File: config.mk
export PLATFORM = sky130hd
export DESIGN_NAME = key_matrix_debounce
export DESIGN_NICKNAME = d
export VERILOG_FILES = /design/src/rtl/kmd_pkg.sv /design/src/rtl/kmd_ctrl.sv /design/src/rtl/kmd_datapath.sv /design/src/rtl/key_matrix_debounce.sv
export SDC_FILE = /design/constraint.sdc
export NUM_CORES = 1
export LEC_CHECK = 0
export ABC_AREA = 1
export BUFFER_PORTS_ARGS = -buffer_cell sky130_fd_sc_hd__buf_2
export CORE_ASPECT_RATIO = 1.2
export CORE_MARGIN = 2
export CORE_UTILIZATION = 57
export CTS_BUF_LIST = sky130_fd_sc_hd__clkbuf_8 sky130_fd_sc_hd__clkbuf_16
export DETAILED_ROUTE_END_ITERATION = 12
export PLACE_DENSITY = 0.77
export SYNTH_ARGS = -nofsm -noshare
export SYNTH_HDL_FRONTEND = slang
export SYNTH_HIERARCHICAL = 1
export SYNTH_SLANG_ARGS = --single-unit
File: constraint.sdc
create_clock -name i_clk -period 8.8 [get_ports i_clk]
set_clock_uncertainty 0.15 [all_clocks]
set_input_delay 1.76 -clock i_clk [delete_from_list [all_inputs] [get_ports i_clk]]
set_output_delay 1.76 -clock i_clk [all_outputs]
set_load 0.005 [all_outputs]
File: src/rtl/kmd_pkg.sv
// kmd_pkg: shared types and constants of the key matrix debouncer
// no dependencies; used by kmd_ctrl, kmd_datapath and key_matrix_debounce

package kmd_pkg;

    localparam int ROWS  = 5;
    localparam int COLS  = 17;
    localparam int ROW_W = 3;
    localparam int CNT_W = 8;

    localparam logic [CNT_W-1:0] RELOAD_RST = 8'd5;

    // configuration register indexes
    localparam logic REG_RELOAD = 1'b0;
    localparam logic REG_GHOST  = 1'b1;

    typedef logic [COLS-1:0]  t_cols;
    typedef logic [ROW_W-1:0] t_row;
    typedef logic [CNT_W-1:0] t_cnt;

    // controller to datapath
    typedef struct packed {
        logic take_in;
        logic load_out;
    } t_cmd;

    // datapath to controller
    typedef struct packed {
        logic out_full;
    } t_status;

endpackage

File: src/rtl/kmd_ctrl.sv
// kmd_ctrl: sequencing state machine of the key matrix debouncer
// depends on kmd_pkg; drives kmd_datapath through t_cmd

module kmd_ctrl (
    input  logic             i_clk,
    input  logic             i_rst_n,
    input  logic             i_in_valid,
    input  logic             i_out_ready,
    input  kmd_pkg::t_status i_status,
    output logic             o_in_ready,
    output kmd_pkg::t_cmd    o_cmd
);

    localparam logic S_IDLE = 1'b0;
    localparam logic S_EVAL = 1'b1;

    logic r_state;
    logic n_state;

    always_comb begin
        o_in_ready       = (r_state == S_IDLE);
        o_cmd.take_in    = i_in_valid && (r_state == S_IDLE);
        o_cmd.load_out   = (r_state == S_EVAL) && (!i_status.out_full || i_out_ready);
        n_state          = r_state;
        unique case (r_state)
            S_IDLE: begin
                if (o_cmd.take_in) begin
                    n_state = S_EVAL;
                end
            end
            S_EVAL: begin
                if (o_cmd.load_out) begin
                    n_state = S_IDLE;
                end
            end
            default: n_state = S_IDLE;
        endcase
    end

    always_ff @(posedge i_clk) begin
        if (!i_rst_n) begin
            r_state <= S_IDLE;
        end else begin
            r_state <= n_state;
        end
    end

endmodule

File: src/rtl/kmd_datapath.sv
// kmd_datapath: raw and stable row stores, quiet counter, config and result register
// depends on kmd_pkg; controlled by kmd_ctrl

module kmd_datapath (
    input  logic              i_clk,
    input  logic              i_rst_n,
    input  kmd_pkg::t_cmd     i_cmd,
    output kmd_pkg::t_status  o_status,
    input  logic              i_out_ready,
    input  logic              i_cfg_we,
    input  logic              i_cfg_index,
    input  logic [7:0]        i_cfg_wdata,
    input  kmd_pkg::t_row     i_row,
    input  kmd_pkg::t_cols    i_cols,
    input  logic              i_eos,
    output logic              o_out_valid,
    output kmd_pkg::t_row     o_echo_row,
    output kmd_pkg::t_cols    o_stable_bits,
    output logic              o_settled,
    output logic              o_bounce,
    output logic              o_commit,
    output logic              o_ghost
);

    kmd_pkg::t_cols r_raw    [kmd_pkg::ROWS];
    kmd_pkg::t_cols r_stable [kmd_pkg::ROWS];
    kmd_pkg::t_cols n_raw    [kmd_pkg::ROWS];
    kmd_pkg::t_cnt  r_cnt;
    kmd_pkg::t_cnt  n_cnt;
    kmd_pkg::t_cnt  r_reload;
    logic           r_ghost_en;

    // request held between accept and result
    kmd_pkg::t_row  r_row;
    logic           r_bounce;
    logic           r_commit;
    logic           n_bounce;
    logic           n_commit;

    logic           r_out_valid;
    kmd_pkg::t_row  r_echo_row;
    kmd_pkg::t_cols r_stable_bits;
    logic           r_settled;
    logic           r_bounce_o;
    logic           r_commit_o;
    logic           r_ghost_o;

    logic           changed;
    kmd_pkg::t_cnt  cnt_a;
    logic           row_ok;
    kmd_pkg::t_cols sel_bits;
    logic           overlap;
    logic           ghost;

    // update on accept: raw compare, reload, countdown, commit decision
    always_comb begin
        changed = 1'b0;
        for (int i = 0; i < kmd_pkg::ROWS; i++) begin
            n_raw[i] = r_raw[i];
            if (i_row == kmd_pkg::ROW_W'(i) && r_raw[i] != i_cols) begin
                changed  = 1'b1;
                n_raw[i] = i_cols;
            end
        end
        n_bounce = changed && (r_cnt != '0);
        if (changed) begin
            cnt_a = (r_reload != '0) ? r_reload : kmd_pkg::CNT_W'(1);
        end else begin
            cnt_a = r_cnt;
        end
        n_cnt    = cnt_a;
        n_commit = 1'b0;
        if (i_eos && cnt_a != '0) begin
            n_cnt    = cnt_a - kmd_pkg::CNT_W'(1);
            n_commit = (n_cnt == '0);
        end
    end

    // result from updated state
    always_comb begin
        row_ok   = 1'b0;
        sel_bits = '0;
        for (int i = 0; i < kmd_pkg::ROWS; i++) begin
            if (r_row == kmd_pkg::ROW_W'(i)) begin
                row_ok   = 1'b1;
                sel_bits = r_stable[i];
            end
        end
        overlap = 1'b0;
        for (int i = 0; i < kmd_pkg::ROWS; i++) begin
            if (r_row != kmd_pkg::ROW_W'(i) && (r_stable[i] & sel_bits) != '0) begin
                overlap = 1'b1;
            end
        end
        ghost = r_ghost_en && row_ok
                && ((sel_bits & (sel_bits - kmd_pkg::t_cols'(1))) != '0) && overlap;
    end

    always_ff @(posedge i_clk) begin
        if (!i_rst_n) begin
            for (int i = 0; i < kmd_pkg::ROWS; i++) begin
                r_raw[i]    <= '0;
                r_stable[i] <= '0;
            end
            r_cnt       <= kmd_pkg::RELOAD_RST;
            r_reload    <= kmd_pkg::RELOAD_RST;
            r_ghost_en  <= 1'b0;
            r_out_valid <= 1'b0;
        end else begin
            if (i_cfg_we) begin
                unique case (i_cfg_index)
                    kmd_pkg::REG_RELOAD: r_reload   <= i_cfg_wdata;
                    kmd_pkg::REG_GHOST:  r_ghost_en <= i_cfg_wdata[0];
                    default: ;
                endcase
            end
            if (i_cmd.take_in) begin
                r_cnt <= n_cnt;
                for (int i = 0; i < kmd_pkg::ROWS; i++) begin
                    r_raw[i] <= n_raw[i];
                    if (n_commit) begin
                        r_stable[i] <= n_raw[i];
                    end
                end
            end
            if (i_cmd.load_out) begin
                r_out_valid <= 1'b1;
            end else if (i_out_ready) begin
                r_out_valid <= 1'b0;
            end
        end
    end

    always_ff @(posedge i_clk) begin
        if (i_cmd.take_in) begin
            r_row    <= i_row;
            r_bounce <= n_bounce;
            r_commit <= n_commit;
        end
        if (i_cmd.load_out) begin
            r_echo_row    <= r_row;
            r_stable_bits <= sel_bits;
            r_settled     <= (r_cnt == '0);
            r_bounce_o    <= r_bounce;
            r_commit_o    <= r_commit;
            r_ghost_o     <= ghost;
        end
    end

    assign o_status.out_full = r_out_valid;
    assign o_out_valid       = r_out_valid;
    assign o_echo_row        = r_echo_row;
    assign o_stable_bits     = r_stable_bits;
    assign o_settled         = r_settled;
    assign o_bounce          = r_bounce_o;
    assign o_commit          = r_commit_o;
    assign o_ghost           = r_ghost_o;

endmodule

File: src/rtl/key_matrix_debounce.sv
// key_matrix_debounce: key matrix row debouncer with one global quiet counter
// depends on kmd_pkg, kmd_ctrl and kmd_datapath
//
// channel   direction  contents
// s_axis    in         tdata {column_bits, row_index}, tlast end_of_scan
// m_axis    out        tdata {stable_row_bits, echo_row},
//                      tuser {ghost_in_row, committed, bounce_seen, settled}
// cfg       in         index 0 debounce_reload, index 1 ghost_check_enable
//
// the accept cycle updates the row stores and counter; the evaluate state takes no new
// request and forms the result from the updated stable rows into the output register
// a new request is taken while the previous result waits in the output register
// a stalled output holds the result and the controller waits in its evaluate state
// synchronous reset clears all rows, sets the counter and reload to 5, ghost check off

module key_matrix_debounce (
    input  logic        i_clk,
    input  logic        i_rst_n,
    input  logic        s_axis_tvalid,
    output logic        s_axis_tready,
    input  logic [23:0] s_axis_tdata,   // row_index[2:0], column_bits[19:3], zero fill
    input  logic        s_axis_tlast,   // end_of_scan
    output logic        m_axis_tvalid,
    input  logic        m_axis_tready,
    output logic [23:0] m_axis_tdata,   // echo_row[2:0], stable_row_bits[19:3], zero fill
    output logic [3:0]  m_axis_tuser,   // settled, bounce_seen, committed, ghost_in_row
    input  logic        i_cfg_we,
    input  logic        i_cfg_index,
    input  logic [7:0]  i_cfg_wdata
);

    kmd_pkg::t_cmd    cmd;
    kmd_pkg::t_status status;
    kmd_pkg::t_row    echo_row;
    kmd_pkg::t_cols   stable_bits;
    logic             settled;
    logic             bounce;
    logic             commit;
    logic             ghost;

    kmd_ctrl u_ctrl (
        .i_clk       (i_clk),
        .i_rst_n     (i_rst_n),
        .i_in_valid  (s_axis_tvalid),
        .i_out_ready (m_axis_tready),
        .i_status    (status),
        .o_in_ready  (s_axis_tready),
        .o_cmd       (cmd)
    );

    kmd_datapath u_datapath (
        .i_clk         (i_clk),
        .i_rst_n       (i_rst_n),
        .i_cmd         (cmd),
        .o_status      (status),
        .i_out_ready   (m_axis_tready),
        .i_cfg_we      (i_cfg_we),
        .i_cfg_index   (i_cfg_index),
        .i_cfg_wdata   (i_cfg_wdata),
        .i_row         (s_axis_tdata[2:0]),
        .i_cols        (s_axis_tdata[19:3]),
        .i_eos         (s_axis_tlast),
        .o_out_valid   (m_axis_tvalid),
        .o_echo_row    (echo_row),
        .o_stable_bits (stable_bits),
        .o_settled     (settled),
        .o_bounce      (bounce),
        .o_commit      (commit),
        .o_ghost       (ghost)
    );

    assign m_axis_tdata = {4'b0000, stable_bits, echo_row};
    assign m_axis_tuser = {ghost, commit, bounce, settled};

endmodule

# == Word level (Yosys, flattened, before mapping) ==
# Memory sizes are Yosys's and may differ from the RTL's.
# Index checks and enable logic that the tools add are counted.
# op_classes
add_sub_neg,2
n_eq_ne,17
mux,51
bitwise_logic,18
reduce_logical,36
# ops
operator,count
two-way mux 17 bit,20
AND 17 bit,6
nonzero test 17 bit,6
inequality test 17 bit,5
two-way mux 1 bit,27
two-way mux 8 bit,3
nonzero test 8 bit,3
logical AND 1 bit,17
"subtractor 17 x 1 -> 17 bit, second input constant",1
logical NOT 8 bit,2
"equality test 3 x 2 -> 1 bit, second input constant",4
bitwise OR 1 bit,10
"subtractor 8 x 1 -> 8 bit, second input constant",1
"equality test 3 x 1 -> 1 bit, second input constant",2
"equality test 3 bit, second input constant",2
logical NOT 3 bit,2
"inequality test 3 x 2 -> 1 bit, second input constant",2
AND reduction 2 bit,2
"inequality test 3 x 1 -> 1 bit, second input constant",1
"inequality test 3 bit, second input constant",1
nonzero test 3 bit,1
NOT 1 bit,2
case mux 1 bit (2 select lines),1
nonzero test 2 bit,1
other kinds (2),2
# totals
ff_bits,48
ramBits,170
out_inout_bits,30
word_cells,140
memories,2
# memory_table
memory,depth,word_bits,rd,rd_ports_with_merged_regs,write_ports,line,rtl
u_datapath.r_raw,5,17,5,0,5,kmd_datapath.sv:25,kmd_pkg::t_cols r_raw [kmd_pkg::ROWS];
u_datapath.r_stable,5,17,5,0,5,kmd_datapath.sv:26,kmd_pkg::t_cols r_stable [kmd_pkg::ROWS];

# == Longest topological paths before layout ==
# Gate-level depths: netlist (run 1).
# An unclocked memory read counts as a cell.
# logic_depth
depth_word,17
ltp_mapped,24
depth_no_buf,21

# == Cells and area by module ==
# Netlist (run 1), hierarchy kept.
# by_module_without_submodules
mod,n_inst,cells_per_inst,area_each_um2,seq_area_each_um2
kmd_datapath,1,1484,12502.0,6336.1
key_matrix_debounce,1,9,63.8,0.0
kmd_ctrl,1,8,52.6,20.0

# == Least setup slack after synthesis (run 1) ==
# Ideal clock, no wire load.
# synth_timing
kind,input -> register
startpoint,in s_axis_tdata[6]
endpoint,mem u_datapath/r_stable[0][0] (netlist bit) (enable)
setup_time_ps,446
arrival_ps,5547
required_ps,8204
slack_ps,2657
path_stages,19
n_path_buf,1
path_cell_list,buf_2 -> xnor2_1 -> nand3_1 -> nor2_1 -> nand3_1 -> nand2_4 -> inv_2 -> nor2_4 -> nand2_2 -> nand2_1 -> nand2_2 -> ha_1 -> nand2_1 -> nor2_1 -> a21oi_4 -> nand2_2 -> nor2_1 -> nand4_1 -> nand2_1
# synth_lines
element,line,rtl
from (decl),key_matrix_debounce.sv:21,"input logic [23:0] s_axis_tdata,"
to (decl),kmd_datapath.sv:26,

==> results of run 1 <==
## metrics by stage
stage / setup WS, ns / hold slack, ns / power [uW] / util (%)
after floorplan: 2.66 / 0.250 / 1570 / -
after global placement: 2.42 / 0.257 / 1670 / 59.5
after detailed placement: 2.39 / 0.255 / 1680 / 59.5
after CTS: 2.93 / 0.270 / 2740 / 63.4
after global routing: 2.60 / 0.275 / 2840 / 63.4
final: 2.85 / 0.269 / 2730 / 63.4
## layout make-up
cell class,instances,share of cell area [%]
inverters,236,6.44
multi-input cells,974,36.1
repair buffers,68,2.62
diodes,1,0.0182
clock inverters,20,1.76
flip-flops and latches,218,46.2
clock buffers,24,4.37
well taps,274,2.49
## path summary, 6_finish.rpt
kind / end / slack (ns)
max: u_datapath/r_stable[0][81]$_SDFFCE_PN0P_ / 2.85
min: u_datapath/o_commit$_DFFE_PP_ / 0.27
max reg2reg: u_datapath/r_stable[0][81]$_SDFFCE_PN0P_ / 3.99
min reg2reg: u_datapath/o_commit$_DFFE_PP_ / 0.27
## logic make-up after synthesis
group / Yosys count / share of synthesized area (%)
DFF: 218 / 50.4
adders and majority gates: 3 / 0.298
buffers and inverters: 312 / 10.6
other: 1 / 0.0297
and+or+nand+nor: 776 / 28.8
AOI/OAI and AO/OA: 141 / 6.38
xor gates and xnor gates: 50 / 3.53
## layer usage
| layer | track usage, % | vias up | wire length (microns) |
|---|---|---|---|
| met3 | 4.28 | 87 | 3060 |
| li1 | - | 4933 | - |
| met4 | 11.2 | 0 | 1330 |
| met2 | 47.6 | 521 | 16500 |
| met1 | 38.5 | 4755 | 13200 |
| met5 | 0 | - | 0 |
## power by group through the flow
stage	Clock, uW	Combinational (uW)	Sequential (uW)
3_3_place_gp	0	406	1260
4_1_cts	1080	416	1240
2_1_floorplan	0	319	1250
6_report	1070	421	1240
3_5_place_dp	0	414	1260
5_1_grt	1120	464	1250
## Yosys cell counts (2+ instances only)
cell / number / area (sq um)
nor4_1: 3 / 18.8
ha_1: 3 / 37.5
xor2_1: 15 / 131
buf_2: 11 / 55.1
dfxtp_1: 19 / 380
xnor2_1: 34 / 298
a21oi_1: 32 / 160
nor2_1: 212 / 796
clkbuf_1: 33 / 124
buf_1: 2 / 7.51
nand4_1: 20 / 125
edfxtp_1: 199 / 5980
nor2_8: 2 / 40.0
o21bai_1: 2 / 15.0
buf_4: 21 / 158
o2bb2ai_1: 3 / 26.3
nand3b_1: 3 / 22.5
o22ai_1: 23 / 144
nand2_4: 6 / 67.6
nand2_1: 301 / 1130
nor3_1: 109 / 546
a22oi_1: 4 / 30.0
nand2_2: 14 / 87.6
o21ai_0: 63 / 315
buf_6: 9 / 101
nor2_2: 2 / 12.5
and3_1: 2 / 12.5
inv_2: 15 / 56.3
inv_1: 220 / 826
nor3_2: 49 / 490
nand3_1: 48 / 240
o211ai_1: 6 / 45.0
o21a_1: 2 / 15.0
## cell usage in the layout, fill, tap and decap left out, types with 23 or more instances in the layout
cell type | netlist | layout
nand3_1 | 48 | 48
edfxtp_1 | 199 | 199
nor3_1 | 109 | 109
o22ai_1 | 23 | 23
nand2_1 | 301 | 299
nor3_2 | 49 | 49
inv_1 | 220 | 222
xnor2_1 | 34 | 34
o21ai_0 | 63 | 63
nor2_1 | 212 | 212
buf_2 | 11 | 60
a21oi_1 | 32 | 32
clkbuf_16 | 0 | 24
## worst max-delay path: stages
cell	delay (ns)
buf_2	0.24
inv_1	0.10
nand2_1	0.07
nand2_1	0.05
nor2_1	0.13
nand3_1	0.09
nor2_1	0.32
nand2_1	0.17
nand2_4	0.29
nand3_4	0.15
nor2_8	0.19
nand2_1	0.10
nand2_2	0.15
ha_1	0.29
nand2_1	0.10
o21bai_1	0.12
nand2_1	0.08
nor2_1	0.18
nand3_4	0.57
buf_4	0.55
nor3_2	0.36
## sequential cells by signal (all words and copies together), names as in the netlist
register / count
u_datapath/r_raw: 85
u_datapath/r_stable: 85
u_datapath/o_stable_bits: 17
u_datapath/r_cnt: 8
u_datapath/r_reload: 8
u_datapath/o_echo_row: 3
u_datapath/r_row: 3
u_ctrl/r_state: 1
u_datapath/o_bounce: 1
u_datapath/o_commit: 1
u_datapath/o_ghost: 1
u_datapath/o_out_valid: 1
u_datapath/o_settled: 1
u_datapath/r_bounce: 1
u_datapath/r_commit: 1
u_datapath/r_ghost_en: 1
==> flow_summary_export.csv, run 1 <==
group,metric,value,unit
setup_path,cp_max_fo,47,
power_and_ir_drop,ir_worst_vdd,0.177,mV
detailed_routing,drtPass1Iterations,6,
grt,grt-ovfl-total,0,
grt,grt_first_pass_wirelength,52700,microns
setup_path,crit_type,"in2reg",
clocking,clk_latency,0.53,ns
clocking,clkSinkCount,218,
cells_and_area,area_delta_synth_final,9.03,%
outcome,status,"finished, final reports clean",
cells_and_area,final_area,13800,sq um
worst_hold_path,hp-class,"reg2reg",
floorplan,die_h,167,microns
clocking,cts_made_buffers,24,
detailed_routing,vias,10300,
clocking,root_buffer,"clkbuf_16",
setup_path,critPathRequiredTime,8.97,ns
detailed_routing,wl_per_cell,18.8,microns
floorplan,die_x,140,microns
setup_path,end_kind,"register",
timing,rsz0062_at_grt,"false",
placed_design,port_buffers,60,
cells_and_area,n_fill_cell,1790,
cells_and_area,drive_gt1_share,13.3,%
power_and_ir_drop,p_sw,765,uW
power_and_ir_drop,powerDensity,199,nW/um^2
placed_design,dp_cells,1770,
synthesis,yosysWarnings,6,
cells_and_area,nNetsFinal,1564,
setup_path,cp-start-kind,"primary input",
synthesis,avgSynthCellArea,8.41,sq um
clocking,hold_buffers,0,
floorplan,core,21700,sq um
clocking,clock_path_buffers,3,
run,cap_viol_max_count,0,
synthesis,synth-async-reset-ratio,0,%
floorplan,die_area,23300,sq um
detailed_routing,wl,34100,microns
power_and_ir_drop,combPwrFrac,15.4,%
power_and_ir_drop,p_leak,0.00559,uW
timing,tightest_slew,1.15,ns
clocking,path_clk_slew,0.06,ns
power_and_ir_drop,p_clk_share,39.1,%
grt,grt_max_degree,86,
placed_design,place_area,12900,sq um
timing,period_minus_slack,5.95,ns
synthesis,synth_edf_count,199,
placed_design,dp_hpwl,24200,microns
placed_design,gp_congestion,1.01,
setup_path,crit_start,"s_axis_tdata[9]",
floorplan,std_cell_rows,59,
synthesis,seq_area_frac_synth,50.4,%
setup_path,cp_data_arrival_time,6.12,ns
floorplan,pin_count,69,
power_and_ir_drop,p_int,1970,uW
timing,setup_viol,0,
timing,report.final.slew_viol_count,0,
power_and_ir_drop,p_sw_share,28.0,%
synthesis,syn_area,12600,sq um
detailed_routing,dr.first_iter.drc_count,1213,
cells_and_area,final-seq-area,6360,sq um
synthesis,synth_cells,1501,
setup_path,ff2ff_path_depth,19,
setup_path,r2r-start,"u_datapath/r_raw[0][57]$_SDFFCE_PN0P_",
timing,setup_tns,0,ns
timing,relSlewSlack,23.1,%
synthesis,ys_types,47,
clocking,cts_tree,"built",
synthesis,ys.flop_type,"edfxtp_1",
detailed_routing,viasPerCell,5.67,
clocking,post_cts_resized,0,
grt,grtUsageTotal,28.8,%
timing,hold_violations,0,
grt,antenna_found_initial,1,
detailed_routing,ant_nets,0,
floorplan,start_util,58.1,%
worst_hold_path,whs_path_depth,0,
power_and_ir_drop,seqPwrFrac,45.5,%
detailed_routing,drc,0,
timing,fin_crit_sh,67.6,%
cells_and_area,fin_cells,1815,
worst_hold_path,min-delay-start,"u_datapath/r_commit$_DFFE_PP_",
synthesis,ys_ff_latch,218,
cells_and_area,multiInputGateArea,4970,sq um
grt,grt_pass1_vias,9622,
clocking,htree_levels,1,
timing,fmax,168,MHz
clocking,cts_setup_buffers,0,
No activity file was read; power rests on OpenSTA's default activity.
==> run 2: changes to the inputs <==
Settings changed: CORE_UTILIZATION 57 to 56, PLACE_DENSITY 0.77 to 0.79.
Clock period 8.8 ns to 4.87 ns, I/O delays scaled along.
==> flow_summary_export.csv, run 2 (synthesis results as in run 1) <==
group,metric,value,unit
outcome,status,"finished, final reports clean",
run,cap_viol_max_count,0,
timing,relSlewSlack,37.0,%
worst_hold_path,hp-class,"reg2reg",
clocking,cts_setup_buffers,0,
floorplan,start_util,56.6,%
detailed_routing,wl_per_cell,18.9,microns
placed_design,dp_hpwl,25700,microns
placed_design,port_buffers,60,
clocking,clkSinkCount,218,
detailed_routing,viasPerCell,5.71,
grt,grt_max_degree,48,
floorplan,std_cell_rows,60,
setup_path,critPathRequiredTime,5.07,ns
clocking,cts_tree,"built",
timing,hold_violations,0,
cells_and_area,final-seq-area,6360,sq um
cells_and_area,area_delta_synth_final,11.1,%
placed_design,dp_cells,1811,
timing,tightest_slew,0.935,ns
grt,grtUsageTotal,29.3,%
clocking,clk_latency,0.53,ns
power_and_ir_drop,powerDensity,343,nW/um^2
setup_path,cp_data_arrival_time,4.39,ns
setup_path,cp_max_fo,11,
setup_path,cp-start-kind,"primary input",
floorplan,pin_count,69,
clocking,root_buffer,"clkbuf_16",
timing,fmax,239,MHz
timing,report.final.slew_viol_count,0,
cells_and_area,mostFrequentLayoutCell,"nand2_1",
detailed_routing,drtPass1Iterations,6,
clocking,path_clk_slew,0.07,ns
grt,antenna_found_initial,0,
timing,rsz0062_at_grt,"false",
timing,setup_viol,0,
cells_and_area,n_fill_cell,1814,
clocking,clock_path_buffers,3,
power_and_ir_drop,seqPwrFrac,46.7,%
power_and_ir_drop,p_int,3410,uW
detailed_routing,drc,0,
cells_and_area,layout_common_cells,"299 x nand2_1, 220 x inv_1, 212 x nor2_1",
floorplan,die_h,168,microns
detailed_routing,vias,10600,
power_and_ir_drop,p_clk_share,36.2,%
power_and_ir_drop,ir_worst_vdd,0.285,mV
clocking,htree_levels,1,
detailed_routing,wl,35100,microns
setup_path,crit_type,"in2reg",
detailed_routing,dr.first_iter.drc_count,1345,
timing,fin_crit_sh,86.0,%
cells_and_area,fin_cells,1853,
timing,period_minus_slack,4.19,ns
clocking,post_cts_resized,0,
grt,grt_first_pass_wirelength,54000,microns
floorplan,die_area,23800,sq um
placed_design,gp_congestion,0.958,
setup_path,end_kind,"register",
power_and_ir_drop,p_sw,1400,uW
floorplan,core,22300,sq um
cells_and_area,drive_gt1_share,15.1,%
detailed_routing,ant_nets,0,
clocking,hold_buffers,0,
clocking,cts_made_buffers,23,
grt,grt-ovfl-total,0,
power_and_ir_drop,p_leak,0.00573,uW
power_and_ir_drop,combPwrFrac,17.1,%
cells_and_area,diodes,0,
cells_and_area,multiInputGateArea,4970,sq um
floorplan,die_x,141,microns
power_and_ir_drop,p_sw_share,29.0,%
grt,grt_pass1_vias,10100,
timing,setup_tns,0,ns
cells_and_area,nNetsFinal,1599,
[run 2: cell count changes in the layout (fill, tap and decap cells not counted), moves of 2 or more]
cell | before | now
buf_4 | 8 | 37
clkinv_1 | 4 | 7
bufinv_16 | 5 | 2
buf_12 | 0 | 7
inv_1 | 222 | 220
clkinvlp_4 | 1 | 6
[run 2: layout make-up]
cell class | count | area share [%]
repair buffers | 104 | 5.12
flip-flops and latches | 218 | 45.3
well taps | 279 | 2.49
inverters | 236 | 6.32
clock buffers | 23 | 4.11
clock inverters | 19 | 1.20
multi-input cells | 974 | 35.4
[run 2: stage by stage]
stage	area [sq um]	hold WS (ns)	util [%]	setup WS, ns	power (uW)
after CTS	14000	0.270	62.9	0.768	4810
final	14000	0.274	62.9	0.680	4810
after floorplan	12600	0.250	-	0.237	2840
after global placement	13300	0.256	59.5	0.350	3060
after global routing	14000	0.277	62.9	0.472	4970
after detailed placement	13300	0.255	59.5	0.245	3080
[run 2: path summary, 6_finish.rpt]
path                                                       startpoint                                  endpoint  slack (ns)  cells past startpoint
worst max-delay path                                 s_axis_tdata[15]  u_datapath/r_stable[0][32]$_SDFFCE_PN0P_        0.68                     22
worst min register to register          u_datapath/r_commit$_DFFE_PP_             u_datapath/o_commit$_DFFE_PP_        0.27                      0
worst max register to register  u_datapath/r_raw[0][68]$_SDFFCE_PN0P_  u_datapath/r_stable[0][32]$_SDFFCE_PN0P_        1.00                     18
worst min-delay path                    u_datapath/r_commit$_DFFE_PP_             u_datapath/o_commit$_DFFE_PP_        0.27                      0
[run 2: power groups by stage]
stage	Clock, uW	Sequential (uW)	Combinational [uW]
after detailed placement	0	2280	801
after floorplan	0	2270	577
after global placement	0	2280	784
final	1740	2250	821
after CTS	1760	2240	806
after global routing	1820	2260	897
[run 2: critical path, stage by stage]
cell and delay, ns:
buf_2 0.21, inv_1 0.16, nand2_1 0.09, nand2_1 0.05, nor2_1 0.10, nand3_1 0.18
nor2_1 0.15, nand2_1 0.12, nand2_4 0.17, nand3_4 0.12, nor2_8 0.11, nand2_1 0.07
nand2_2 0.15, ha_1 0.29, nand2_1 0.10, o21bai_1 0.13, nand2_1 0.10, nor2_1 0.20
nand3_4 0.26, buf_4 0.24, buf_4 0.18, nor3_1 0.22
[run 2: layer usage]
layer | up-vias | GRT usage, % | share of wire (%)
met5 | - | 0 | 0
met1 | 4896 | 37.3 | 39
li1 | 4992 | - | -
met3 | 113 | 4.18 | 7.8
met2 | 586 | 49.5 | 48
met4 | 0 | 14.0 | 5.1
==> run 3: changes to the inputs <==
Settings changed: BUFFER_PORTS_ARGS -buffer_cell sky130_fd_sc_hd__buf_2 to default, CORE_ASPECT_RATIO 1.2 to 2, CORE_UTILIZATION 56 to 57, DONT_BUFFER_PORTS from default to 1, PLACE_DENSITY 0.79 to 0.77.
==> flow_summary_export.csv, run 3 (synthesis results as in run 1) <==
group,metric,value,unit
setup_path,crit_chain,"inv_1 -> nand2_1 -> nand2_1 -> nor2_1 -> nand2_1 -> nor2_1 -> nand3_1 -> nand2_4 -> inv_2 -> nor2_4 -> nand2_2 -> nand2_1 -> nand2_2 -> ha_1 -> nand2_1 -> nor2_1 -> a21oi_4 -> nand2_2 -> nor2_1 -> nand4_1 -> nand2_4 -> buf_12",
setup_path,cp_data_arrival_time,4.01,ns
cells_and_area,layout_common_cells,"299 x nand2_1, 221 x inv_1, 212 x nor2_1",
setup_path,critPathRequiredTime,4.92,ns
cells_and_area,area_delta_synth_final,7.42,%
placed_design,dp_hpwl,29200,microns
clocking,clkSinkCount,218,
cells_and_area,drive_gt1_share,11.1,%
cells_and_area,final_area,13600,sq um
setup_path,cp_max_fo,35,
detailed_routing,ant_nets,0,
floorplan,pin_count,69,
cells_and_area,multiInputGateArea,4970,sq um
detailed_routing,drc,0,
timing,setup_viol,0,
setup_path,cp_top_family,"simple AND/OR/NAND/NOR gates",
cells_and_area,final-seq-area,6360,sq um
power_and_ir_drop,seqPwrFrac,48.4,%
power_and_ir_drop,p_sw,1340,uW
setup_path,cp_common_cell,"nand2_1",
timing,rsz0062_at_grt,"false",
power_and_ir_drop,p_clk_share,34.8,%
timing,period_minus_slack,3.95,ns
power_and_ir_drop,p_int,3300,uW
grt,antenna_found_initial,0,
clocking,htree_levels,1,
floorplan,die_h,214,microns
timing,fin_crit_sh,81.1,%
placed_design,dp_slack,0.456,ns
cells_and_area,nNetsFinal,1529,
setup_path,critical-path-max-stage-delay,0.28,ns
clocking,hold_buffers,0,
power_and_ir_drop,p_total,4640,uW
detailed_routing,wl_per_cell,21.3,microns
timing,report.final.slew_viol_count,0,
placed_design,port_buffers,0,
power_and_ir_drop,p_leak,0.00542,uW
timing,fmax,253,MHz
placed_design,gp_congestion,0.956,
setup_path,cp-start-kind,"primary input",
detailed_routing,dr.first_iter.drc_count,939,
grt,grt_pass1_vias,9638,
cells_and_area,n_fill_cell,1884,
detailed_routing,wl,37900,microns
worst_hold_path,hp-class,"reg2reg",
timing,tightest_slew,0.884,ns
placed_design,place_area,12900,sq um
floorplan,core,22000,sq um
detailed_routing,drtPass1Iterations,6,
clocking,cts_setup_buffers,0,
power_and_ir_drop,powerDensity,343,nW/um^2
clocking,cts_made_buffers,20,
floorplan,die_x,109,microns
power_and_ir_drop,ir_worst_vdd,0.304,mV
setup_path,end_kind,"register",
clocking,cts_tree,"built",
power_and_ir_drop,combPwrFrac,16.9,%
setup_path,crit_buf_inv,3,
clocking,root_buffer,"clkbuf_16",
detailed_routing,viasPerCell,5.72,
floorplan,std_cell_rows,77,
grt,grt_first_pass_wirelength,56700,microns
detailed_routing,vias,10200,
outcome,status,"finished, final reports clean",
clocking,clk_latency,0.51,ns
clocking,post_cts_resized,0,
grt,grtUsageTotal,33.2,%
clocking,path_clk_slew,0.06,ns
run,cap_viol_max_count,0,
floorplan,start_util,57.4,%
cells_and_area,mostFrequentLayoutCell,"nand2_1",
floorplan,die_area,23400,sq um
timing,relSlewSlack,41.0,%
timing,hold_violations,0,
power_and_ir_drop,p_sw_share,28.9,%
clocking,clock_path_buffers,3,
timing,finalWorstSetupSlack,0.918,ns
setup_path,crit_type,"in2reg",
grt,grt-ovfl-total,0,
timing,setup_tns,0,ns
timing,fin_hold_ws,0.285,ns
setup_path,cp_slowest_cell,"nand2_4",
grt,grt_max_degree,86,
==> run 3: changes by cell type in the layout (fill, tap and decap cells not counted), sizes merged <==
cell,change
clkinvlp,-4
clkinv,-4
inv,+3
diode,+1
clkbuf,-2
buf,-67
==> run 3: stage by stage <==
stage | utilization, % | std cells
3_5_place_dp | 58.7 | 1741
4_1_cts | 61.7 | 1776
6_report | 61.7 | 1777
2_1_floorplan | - | 1504
3_3_place_gp | 58.7 | 1741
5_1_grt | 61.7 | 1776
==> run 3: power by group through the flow <==
stage,Combinational (uW),Clock (uW),Sequential (uW)
floorplan,577,0,2270
global placement,759,0,2280
detailed placement,768,0,2290
CTS,771,1640,2240
global route,850,1700,2260
finish,783,1620,2250
==> run 3: layout make-up <==
class | count | share of cell area [%]
tap | 276 | 2.55
clock buffer | 21 | 3.88
sequential | 218 | 46.9
timing repair buffer | 37 | 2.42
multi-input combinational | 974 | 36.7
antenna | 1 | 0.0185
inverter | 236 | 6.54
clock inverter | 14 | 1.02
==> run 3: layer usage <==
layer | share of wire (%) | up-vias | track usage, %
met1 | 32 | 4655 | 34.9
met3 | 5.7 | 148 | 3.74
met4 | 9.7 | 0 | 24.6
met2 | 52 | 512 | 58.7
li1 | - | 4850 | -
met5 | 0 | - | 0
==> run 3: final timing paths <==
check / depth (start not counted) / slack, ns / startpoint / end
max reg2reg: 21 / 0.99 / u_datapath/r_raw[0][81]$_SDFFCE_PN0P_ / u_datapath/r_stable[0][64]$_SDFFCE_PN0P_
min: 0 / 0.28 / u_datapath/r_bounce$_DFFE_PP_ / u_datapath/o_bounce$_DFFE_PP_
min reg2reg: 0 / 0.28 / u_datapath/r_bounce$_DFFE_PP_ / u_datapath/o_bounce$_DFFE_PP_
max: 22 / 0.92 / s_axis_tdata[15] / u_datapath/r_stable[0][64]$_SDFFCE_PN0P_
